File: src/hdl/sjis_printer_kanji_encoder_defines.svh
// ----------------------------------------------------------------------------
// Assertion macros shared by the kanji encoder RTL.
// ----------------------------------------------------------------------------
`ifndef SJIS_PRINTER_KANJI_ENCODER_DEFINES_SVH
`define SJIS_PRINTER_KANJI_ENCODER_DEFINES_SVH

// Checked on every rising edge while reset is released.
`define SJPK_ASSERT(lbl, clk, rst_n, prop, msg) \
	lbl: assert property (@(posedge clk) disable iff (!rst_n) prop) else $error(msg);

// Checked on every rising edge, reset included.
`define SJPK_ASSERT_ALWAYS(lbl, clk, prop, msg) \
	lbl: assert property (@(posedge clk) prop) else $error(msg);

`endif

File: src/hdl/sjpk_pkg.sv
// ----------------------------------------------------------------------------
// sjpk_pkg
// Types, escape tables and helpers shared by the kanji encoder modules.
// ----------------------------------------------------------------------------
`timescale 1ns / 1ps
`default_nettype none

package sjpk_pkg;

	localparam int QUEUE_DEPTH = 4;

	// Printer models 0 up to this one use the first escape family.
	localparam logic [2:0] MODEL_FAMILY_A_LAST = 3'd2;
	// This model uses the second escape family; higher models send none.
	localparam logic [2:0] MODEL_FAMILY_B      = 3'd3;

	// Which escape sequence precedes the data bytes of a job.
	typedef enum logic [2:0] {
		ESC_NONE  = 3'd0,
		ESC_IN_A  = 3'd1,
		ESC_OUT_A = 3'd2,
		ESC_IN_B  = 3'd3,
		ESC_OUT_B = 3'd4
	} esc_t;

	// One unit of output work handed from the front to the back.
	typedef struct packed {
		esc_t       esc;
		logic       pair;   // two data bytes (JIS pair) instead of one
		logic [7:0] data0;  // plain byte, or JIS high byte
		logic [7:0] data1;  // JIS low byte
	} job_t;

	localparam logic [7:0] ESC_IN_A_SEQ [8] =
		'{8'h1C, 8'h42, 8'h1B, 8'h4B, 8'h00, 8'h00, 8'h00, 8'h00};
	localparam logic [7:0] ESC_OUT_A_SEQ [8] =
		'{8'h1B, 8'h48, 8'h1C, 8'h41, 8'h00, 8'h00, 8'h00, 8'h00};
	localparam logic [7:0] ESC_IN_B_SEQ [8] =
		'{8'h1C, 8'h26, 8'h1C, 8'h53, 8'h03, 8'h09, 8'h00, 8'h00};
	localparam logic [7:0] ESC_OUT_B_SEQ [8] =
		'{8'h1C, 8'h2E, 8'h00, 8'h00, 8'h00, 8'h00, 8'h00, 8'h00};

	function automatic logic is_lead(input logic [7:0] b);
		return (b inside {[8'h81:8'h9F], [8'hE0:8'hFC]});
	endfunction

	function automatic logic [3:0] esc_len(input esc_t e);
		logic [3:0] n;
		case (e)
			ESC_IN_A:  n = 4'd4;
			ESC_OUT_A: n = 4'd4;
			ESC_IN_B:  n = 4'd6;
			ESC_OUT_B: n = 4'd2;
			default:   n = 4'd0;
		endcase
		return n;
	endfunction

	function automatic logic [7:0] esc_byte(input esc_t e, input logic [2:0] idx);
		logic [7:0] b;
		case (e)
			ESC_IN_A:  b = ESC_IN_A_SEQ[idx];
			ESC_OUT_A: b = ESC_OUT_A_SEQ[idx];
			ESC_IN_B:  b = ESC_IN_B_SEQ[idx];
			ESC_OUT_B: b = ESC_OUT_B_SEQ[idx];
			default:   b = 8'h00;
		endcase
		return b;
	endfunction

endpackage

`default_nettype wire

File: src/hdl/sjpk_front.sv
// ----------------------------------------------------------------------------
// sjpk_front
// Accepts text bytes, pairs lead and trail bytes, tracks the printer mode.
// ----------------------------------------------------------------------------
`timescale 1ns / 1ps
`default_nettype none
`include "sjis_printer_kanji_encoder_defines.svh"

module sjpk_front (
	input  wire logic           clk,
	input  wire logic           arst_n,
	input  wire logic           cfg_valid,
	output logic                cfg_ready,
	input  wire logic [2:0]     cfg_data,
	input  wire logic           s_tvalid,
	output logic                s_tready,
	input  wire logic [7:0]     s_tdata,
	input  wire logic           full,
	output logic                push,
	output sjpk_pkg::job_t      job
);
	import sjpk_pkg::*;

	logic       lead_q;
	logic [7:0] lead_val_q;
	logic       kanji_q;
	logic [2:0] model_q;

	logic       accept;
	logic [7:0] b;
	logic [7:0] hi_base, hi_odd, hi, lo_m, lo;
	logic       lo_wrap;
	logic       to_kanji;
	esc_t       esc;

	assign cfg_ready = 1'b1;
	assign s_tready  = !full;
	assign accept    = s_tvalid && s_tready;
	assign b         = s_tdata;

	// Shift-JIS to JIS arithmetic, every byte wrapping modulo 256.
	always_comb begin
		hi_base = lead_val_q - ((lead_val_q <= 8'h9F) ? 8'h71 : 8'hB1);
		hi_odd  = {hi_base[6:0], 1'b1};
		lo_m    = b - {7'd0, (b > 8'h7F)};
		lo_wrap = (lo_m >= 8'h9E);
		hi      = hi_odd + {7'd0, lo_wrap};
		lo      = lo_wrap ? (lo_m - 8'h7D) : (lo_m - 8'h1F);
	end

	assign to_kanji = lead_q;

	always_comb begin
		esc = ESC_NONE;
		if (kanji_q != to_kanji) begin
			if (model_q <= MODEL_FAMILY_A_LAST) begin
				esc = to_kanji ? ESC_IN_A : ESC_OUT_A;
			end else if (model_q == MODEL_FAMILY_B) begin
				esc = to_kanji ? ESC_IN_B : ESC_OUT_B;
			end
		end
	end

	assign push      = accept && (lead_q || !is_lead(b));
	assign job.esc   = esc;
	assign job.pair  = lead_q;
	assign job.data0 = lead_q ? hi : b;
	assign job.data1 = lo;

	always_ff @(posedge clk or negedge arst_n) begin
		if (!arst_n) begin
			lead_q     <= 1'b0;
			lead_val_q <= 8'h00;
			kanji_q    <= 1'b0;
			model_q    <= 3'd0;
		end else begin
			if (cfg_valid) begin
				model_q <= cfg_data;
			end
			if (accept) begin
				if (lead_q) begin
					lead_q     <= 1'b0;
					lead_val_q <= 8'h00;
				end else if (is_lead(b)) begin
					lead_q     <= 1'b1;
					lead_val_q <= b;
				end
			end
			if (push) begin
				kanji_q <= to_kanji;
			end
		end
	end

	`SJPK_ASSERT(a_pair_sets_kanji, clk, arst_n, push && job.pair |=> kanji_q, "pair did not leave kanji mode set")
	`SJPK_ASSERT(a_no_push_full, clk, arst_n, !(push && full), "job pushed into a full queue")

endmodule

`default_nettype wire

File: src/hdl/sjpk_queue.sv
// ----------------------------------------------------------------------------
// sjpk_queue
// Small register queue of jobs between the front and the back.
// ----------------------------------------------------------------------------
`timescale 1ns / 1ps
`default_nettype none
`include "sjis_printer_kanji_encoder_defines.svh"

module sjpk_queue #(
	parameter int DEPTH = sjpk_pkg::QUEUE_DEPTH
) (
	input  wire logic           clk,
	input  wire logic           arst_n,
	input  wire logic           push,
	input  wire sjpk_pkg::job_t wr_job,
	output logic                full,
	input  wire logic           pop,
	output logic                rd_valid,
	output sjpk_pkg::job_t      rd_job
);
	import sjpk_pkg::*;

	localparam int PW = (DEPTH > 1) ? $clog2(DEPTH) : 1;
	localparam int CW = $clog2(DEPTH + 1);
	localparam logic [PW-1:0] LAST_PTR = PW'(DEPTH - 1);
	localparam logic [CW-1:0] DEPTH_C  = CW'(DEPTH);

	job_t          entry_q [DEPTH];
	logic [PW-1:0] wr_ptr_q, rd_ptr_q;
	logic [CW-1:0] count_q;
	logic          do_push, do_pop;

	assign full     = (count_q == DEPTH_C);
	assign rd_valid = (count_q != '0);
	assign rd_job   = entry_q[rd_ptr_q];
	assign do_push  = push && !full;
	assign do_pop   = pop && rd_valid;

	always_ff @(posedge clk) begin
		if (do_push) begin
			entry_q[wr_ptr_q] <= wr_job;
		end
	end

	always_ff @(posedge clk or negedge arst_n) begin
		if (!arst_n) begin
			wr_ptr_q <= '0;
			rd_ptr_q <= '0;
			count_q  <= '0;
		end else begin
			if (do_push) begin
				wr_ptr_q <= (wr_ptr_q == LAST_PTR) ? '0 : wr_ptr_q + 1'b1;
			end
			if (do_pop) begin
				rd_ptr_q <= (rd_ptr_q == LAST_PTR) ? '0 : rd_ptr_q + 1'b1;
			end
			case ({do_push, do_pop})
				2'b10:   count_q <= count_q + 1'b1;
				2'b01:   count_q <= count_q - 1'b1;
				default: count_q <= count_q;
			endcase
		end
	end

	`SJPK_ASSERT(a_count_bound, clk, arst_n, count_q <= DEPTH_C, "queue fill count above depth")

endmodule

`default_nettype wire

File: src/hdl/sjpk_back.sv
// ----------------------------------------------------------------------------
// sjpk_back
// Expands one job into escape and data bytes, one byte per cycle unless the output stalls.
// ----------------------------------------------------------------------------
`timescale 1ns / 1ps
`default_nettype none
`include "sjis_printer_kanji_encoder_defines.svh"

module sjpk_back (
	input  wire logic           clk,
	input  wire logic           arst_n,
	input  wire logic           q_valid,
	input  wire sjpk_pkg::job_t q_job,
	output logic                pop,
	output logic                m_tvalid,
	input  wire logic           m_tready,
	output logic [7:0]          m_tdata,
	output logic                m_tlast
);
	import sjpk_pkg::*;

	job_t       cur_q;
	logic       cur_v_q;
	logic [2:0] idx_q;
	logic       m_tvalid_q;
	logic [7:0] m_tdata_q;
	logic       m_tlast_q;

	logic [3:0] elen, len, idx_w;
	logic       last, load;
	logic [7:0] byte_sel;

	assign elen  = esc_len(cur_q.esc);
	assign len   = elen + (cur_q.pair ? 4'd2 : 4'd1);
	assign idx_w = {1'b0, idx_q};
	assign last  = (idx_w == len - 4'd1);

	always_comb begin
		if (idx_w < elen) begin
			byte_sel = esc_byte(cur_q.esc, idx_q);
		end else if (idx_w == elen) begin
			byte_sel = cur_q.data0;
		end else begin
			byte_sel = cur_q.data1;
		end
	end

	assign load = cur_v_q && (!m_tvalid_q || m_tready);
	assign pop  = q_valid && (!cur_v_q || (load && last));

	always_ff @(posedge clk) begin
		if (pop) begin
			cur_q <= q_job;
		end
		if (load) begin
			m_tdata_q <= byte_sel;
			m_tlast_q <= last;
		end
	end

	always_ff @(posedge clk or negedge arst_n) begin
		if (!arst_n) begin
			cur_v_q    <= 1'b0;
			idx_q      <= 3'd0;
			m_tvalid_q <= 1'b0;
		end else begin
			if (load) begin
				m_tvalid_q <= 1'b1;
			end else if (m_tready) begin
				m_tvalid_q <= 1'b0;
			end
			if (pop) begin
				cur_v_q <= 1'b1;
				idx_q   <= 3'd0;
			end else if (load && last) begin
				cur_v_q <= 1'b0;
			end else if (load) begin
				idx_q <= idx_q + 3'd1;
			end
		end
	end

	assign m_tvalid = m_tvalid_q;
	assign m_tdata  = m_tdata_q;
	assign m_tlast  = m_tlast_q;

	`SJPK_ASSERT(a_drain_empty, clk, arst_n, m_tvalid && m_tready && !cur_v_q && !q_valid |=> !m_tvalid, "output stayed valid with no work left")

endmodule

`default_nettype wire

File: src/hdl/sjis_printer_kanji_encoder.sv
// ----------------------------------------------------------------------------
// sjis_printer_kanji_encoder
// Shift-JIS text bytes in, printer bytes (escapes, JIS pairs, plain) out.
// ----------------------------------------------------------------------------
// Usage:
// Text enters one byte per word on the s_ stream; printer bytes leave one
// per word on the m_ stream, with m_tlast marking the final byte caused by
// an input word. A lead byte produces nothing and is held until the next
// word, which is always taken as its trail and converted to a JIS pair.
// A mode change (into or out of kanji) first emits the escape sequence of
// the printer model chosen on the cfg_ channel; models above 3 send none.
// The first output byte of a word passes the queue, the back's job register
// and the output register after the word is accepted. The output side moves
// one byte per cycle while m_tready is high; a plain byte yields one output
// byte, a JIS pair two, a pair with an entry escape up to eight, a lead none.
// A four-entry job queue sits between the classifying front and the byte
// expanding back, so input keeps flowing while the back works off escapes.
// Reset clears the mode to single-byte, drops any held lead byte, sets the
// printer model to zero and empties the queue and output register.
// When the receiver stalls, the output word holds, the back stops, and once
// the queue fills s_tready drops until space frees up.
// ----------------------------------------------------------------------------
`timescale 1ns / 1ps
`default_nettype none
`include "sjis_printer_kanji_encoder_defines.svh"

module sjis_printer_kanji_encoder #(
	parameter int QDEPTH = sjpk_pkg::QUEUE_DEPTH
) (
	input  wire logic       clk,
	input  wire logic       arst_n,
	// Configuration: printer_model, written when cfg_valid and cfg_ready.
	input  wire logic       cfg_valid,
	output logic            cfg_ready,
	input  wire logic [2:0] cfg_data,     // [2:0] printer_model
	// Text input stream.
	input  wire logic       s_tvalid,
	output logic            s_tready,
	input  wire logic [7:0] s_tdata,      // [7:0] text_byte
	// Printer output stream.
	output logic            m_tvalid,
	input  wire logic       m_tready,
	output logic [7:0]      m_tdata,      // [7:0] out_byte
	output logic            m_tlast       // last_of_run
);
	import sjpk_pkg::*;

	job_t push_job, pop_job;
	logic push, full, pop, q_valid;

	// Front: pairs lead/trail bytes, decides escapes, tracks kanji mode.
	sjpk_front u_front (
		.clk       (clk),
		.arst_n    (arst_n),
		.cfg_valid (cfg_valid),
		.cfg_ready (cfg_ready),
		.cfg_data  (cfg_data),
		.s_tvalid  (s_tvalid),
		.s_tready  (s_tready),
		.s_tdata   (s_tdata),
		.full      (full),
		.push      (push),
		.job       (push_job)
	);

	// Job queue decoupling the two sides.
	sjpk_queue #(
		.DEPTH (QDEPTH)
	) u_queue (
		.clk      (clk),
		.arst_n   (arst_n),
		.push     (push),
		.wr_job   (push_job),
		.full     (full),
		.pop      (pop),
		.rd_valid (q_valid),
		.rd_job   (pop_job)
	);

	// Back: serializes escape and data bytes into the output register.
	sjpk_back u_back (
		.clk      (clk),
		.arst_n   (arst_n),
		.q_valid  (q_valid),
		.q_job    (pop_job),
		.pop      (pop),
		.m_tvalid (m_tvalid),
		.m_tready (m_tready),
		.m_tdata  (m_tdata),
		.m_tlast  (m_tlast)
	);

	`SJPK_ASSERT_ALWAYS(a_reset_quiet, clk, !arst_n |-> !m_tvalid, "output valid while in reset")

endmodule

`default_nettype wire
File: config.mk
export PLATFORM = sky130hd
export DESIGN_NAME = sjis_printer_kanji_encoder
export DESIGN_NICKNAME = d
export VERILOG_FILES = /design/src/hdl/sjpk_pkg.sv /design/src/hdl/sjpk_front.sv /design/src/hdl/sjpk_queue.sv /design/src/hdl/sjpk_back.sv /design/src/hdl/sjis_printer_kanji_encoder.sv
export VERILOG_INCLUDE_DIRS = /design/src /design/src/hdl
export SDC_FILE = /design/constraint.sdc
export NUM_CORES = 1
export LEC_CHECK = 0
export BUFFER_PORTS_ARGS = -buffer_cell sky130_fd_sc_hd__buf_2
export CORE_ASPECT_RATIO = 1.5
export CORE_MARGIN = 3
export CORE_UTILIZATION = 30
export CTS_BUF_LIST = sky130_fd_sc_hd__clkbuf_2
export CTS_CLUSTER_DIAMETER = 30
export DETAILED_ROUTE_END_ITERATION = 12
export GPL_ROUTABILITY_DRIVEN = 0
export GPL_TIMING_DRIVEN = 1
export PLACE_DENSITY = 0.45
export REMOVE_ABC_BUFFERS = 1
export SETUP_SLACK_MARGIN = 0.1
export SYNTH_ARGS = -nofsm -noshare
export SYNTH_HDL_FRONTEND = slang
export SYNTH_SLANG_ARGS = --single-unit
File: constraint.sdc
create_clock -name clk -period 8 [get_ports clk]
set_input_delay 1.6 -clock clk [delete_from_list [all_inputs] [get_ports clk]]
set_output_delay 1.6 -clock clk [all_outputs]
set_load 0.1 [all_outputs]
==> impl_metrics.ini <==
[run_status]
status = completed

[clock_network]
numCtsBuffers = 17
clkTransAtPathRegs_ns = 0.19
clockBufferDepth = 2
holdBufCountCts = 0
cts_sinks = 134
cts_tree = done
cts_resized = 0
cts-root-buf = clkbuf_2
post_cts_buffers = 0
clk-insertion-delay-late_ns = 0.69
htreeDepth = 4

[finish]
drive_above_1_share_pct = 19.2
seq_area_mm2 = 0.00390
layout.nets = 541
fin_area_mm2 = 0.00715
area_growth_pct = 9.94
n_fill_cell = 2094
multi_input_area_mm2 = 0.00239

[detailed_routing]
drc = 0
vias = 3808
drtIter0Drc = 328
ant_nets = 0
avgViaCountPerCell = 4.88
dr.pass1.iters = 4
totalWireLength_mm = 13.1
wl_per_cell_um = 16.8

[synthesis]
yosysWarnings = 0
ys_ff_latch = 134
ys_async_sr_fraction_pct = 18.7
synth_ff_type = edfxtp_1
synth_edf_count = 109
synthesis.area_mm2 = 0.00651
ys_types = 60
synth_area_per_cell_um2 = 13.8
ys_seq_area_share_pct = 59.9
synth_cells = 471

[critical_path]
crit_family = simple AND/OR/NAND/NOR gates
slowest_stage = or4b_4
cp.arrival_ns = 4.52
critical_path_class = in2reg
start_kind = primary input
required_ns = 8.39
cp_max_fo = 10
cp_num_buf_inv = 1
slowest_delay_ns = 0.50
path_cells = buf_2 -> nor2b_1 -> ha_1 -> or4b_4 -> or3_4 -> nand4_2 -> o21a_1 -> ha_1 -> nor2b_1 -> mux2i_1 -> a22oi_1 -> xnor2_1 -> nand2_1 -> o21ai_0
worstSetupEndpointType = flop

[grt]
grt_pass1_wl_mm = 21.6
antenna_found_initial = 1
grt_max_degree = 30
grt_usage_pct = 11.7
overflow = 0
first_global_vias = 4057

[sta]
slew_headroom_pct = 27.6
hold_viol = 0
fin_crit_ns = 4.13
clock.fmax_mhz = 242
whs_ns = 0.504
slew_viol_final = 0
worst_pin_slew_ns = 1.09
rsz0062_at_grt = no
post-route-period-util_pct = 51.6
tns_ns = 0
final-setup-viol-count = 0
worst_slack_ns = 3.87
finClkSkew_ns = 0.0444

[floorplan]
die-width_um = 126
die_area_mm2 = 0.0235
core_area_mm2 = 0.0211
ios = 28
initial_core_util_pct = 30.8
row_count = 65
chipHeight_um = 186

[power]
power.leakage_nw = 2.62
powerDensity_mw_per_mm2 = 338
ir_drop_mv = 0.126

[placement]
io_buffers = 26
post-place-ws_ns = 3.11
dp_hpwl_mm = 9.20
place_area_mm2 = 0.00690

[hold_path]
hp-class = reg2reg

[run]
maxCapViolCount = 0
flip-flops by register name (all words and copies together), names as in the netlist, 2 cells and up:
| register | cells |
|---|---|
| u_back.idx_q | 3 |
| u_front.lead_val_q | 8 |
| u_queue.count_q | 3 |
| u_back.m_tdata | 8 |
| u_front.model_q | 3 |
| u_queue.entry_q | 80 |
| u_back.cur_q | 20 |
| u_queue.wr_ptr_q | 2 |
| u_queue.rd_ptr_q | 2 |
per-stage QoR:
step	total power [mW]	util (%)	std cells
floorplan	1.79	-	450
global placement	2.01	32.6	747
detailed placement	2.03	32.6	747
CTS	2.46	33.8	779
global route	2.60	33.8	780
finish	2.42	33.8	780
area by class of cell:
| type | count | share of cell area, % |
|---|---|---|
| sequential | 134 | 54.5 |
| inverter | 32 | 1.68 |
| tap | 268 | 4.69 |
| antenna | 1 | 0.0350 |
| clock inverter | 13 | 2.20 |
| clock buffer | 19 | 1.33 |
| timing repair buffer | 29 | 2.13 |
| multi-input combinational | 284 | 33.4 |
layer usage:
| metal | vias up | share of wire [%] | global-route usage, % |
|---|---|---|---|
| met5 | - | 0 | 0 |
| met4 | 0 | 2.9 | 5.33 |
| met3 | 21 | 3.0 | 2.66 |
| met1 | 1896 | 40 | 13.0 |
| li1 | 1820 | - | - |
| met2 | 71 | 54 | 21.1 |
worst paths after layout:
path                                    start                      to  slack, ns  depth (start not counted)
max                                s_tdata[7]  u_queue.entry_q[3][12]       3.87                         14
min                        u_queue.count_q[2]      u_queue.count_q[2]       0.50                          1
max reg2reg                  u_back.cur_q[18]     u_queue.rd_ptr_q[1]       4.01                         11
min reg2reg                u_queue.count_q[2]      u_queue.count_q[2]       0.50                          1
max in group asynchronous              arst_n     u_queue.rd_ptr_q[0]       6.65                          1
min in group asynchronous              arst_n   u_front.lead_val_q[0]       0.87                          1
power by group:
group / internal (mW) / switching [mW]
logic: 0.349 / 0.511
registers: 0.970 / 0.161
clock network: 0.175 / 0.249
cells in the mapped netlist, types with 11 or more instances:
library cell / number / area share, %
o21ai_0: 17 / 1.3
nor2_1: 24 / 1.4
ha_1: 24 / 4.6
a21oi_1: 13 / 1.0
nand2_1: 27 / 1.6
and2_1: 12 / 1.2
clkbuf_1: 11 / 0.63
dfrtp_1: 25 / 9.6
xnor2_1: 14 / 1.9
edfxtp_1: 109 / 50
mux2i_1: 13 / 2.0
mux4_2: 20 / 6.9
inv_1: 32 / 1.8
cells by family (layout without fill, tap and decap cells):
logic type                 after synthesis  after routing  share of synthesized area [%]
and+or+nand+nor                        110            110                           8.86
xor gates and xnor gates                23             23                           3.10
AOI/OAI and AO/OA                       83             83                           9.06
muxes                                   40             40                           10.1
DFF                                    134            134                           59.9
other                                    1              2                         0.0576
buffers and inverters                   53             93                           3.35
adders and majority gates               27             27                           5.54
cells in the final DEF (no fill, tap or decap), types with 14 or more instances in the layout:
cell type / Yosys / layout
edfxtp_1: 109 / 109
inv_1: 32 / 32
nand2_1: 27 / 27
buf_2: 6 / 26
nor2_1: 24 / 24
ha_1: 24 / 24
dfrtp_1: 25 / 24
mux4_2: 20 / 20
clkbuf_2: 0 / 19
o21ai_0: 17 / 17
xnor2_1: 14 / 14
Power figures use the tool's default switching activity.
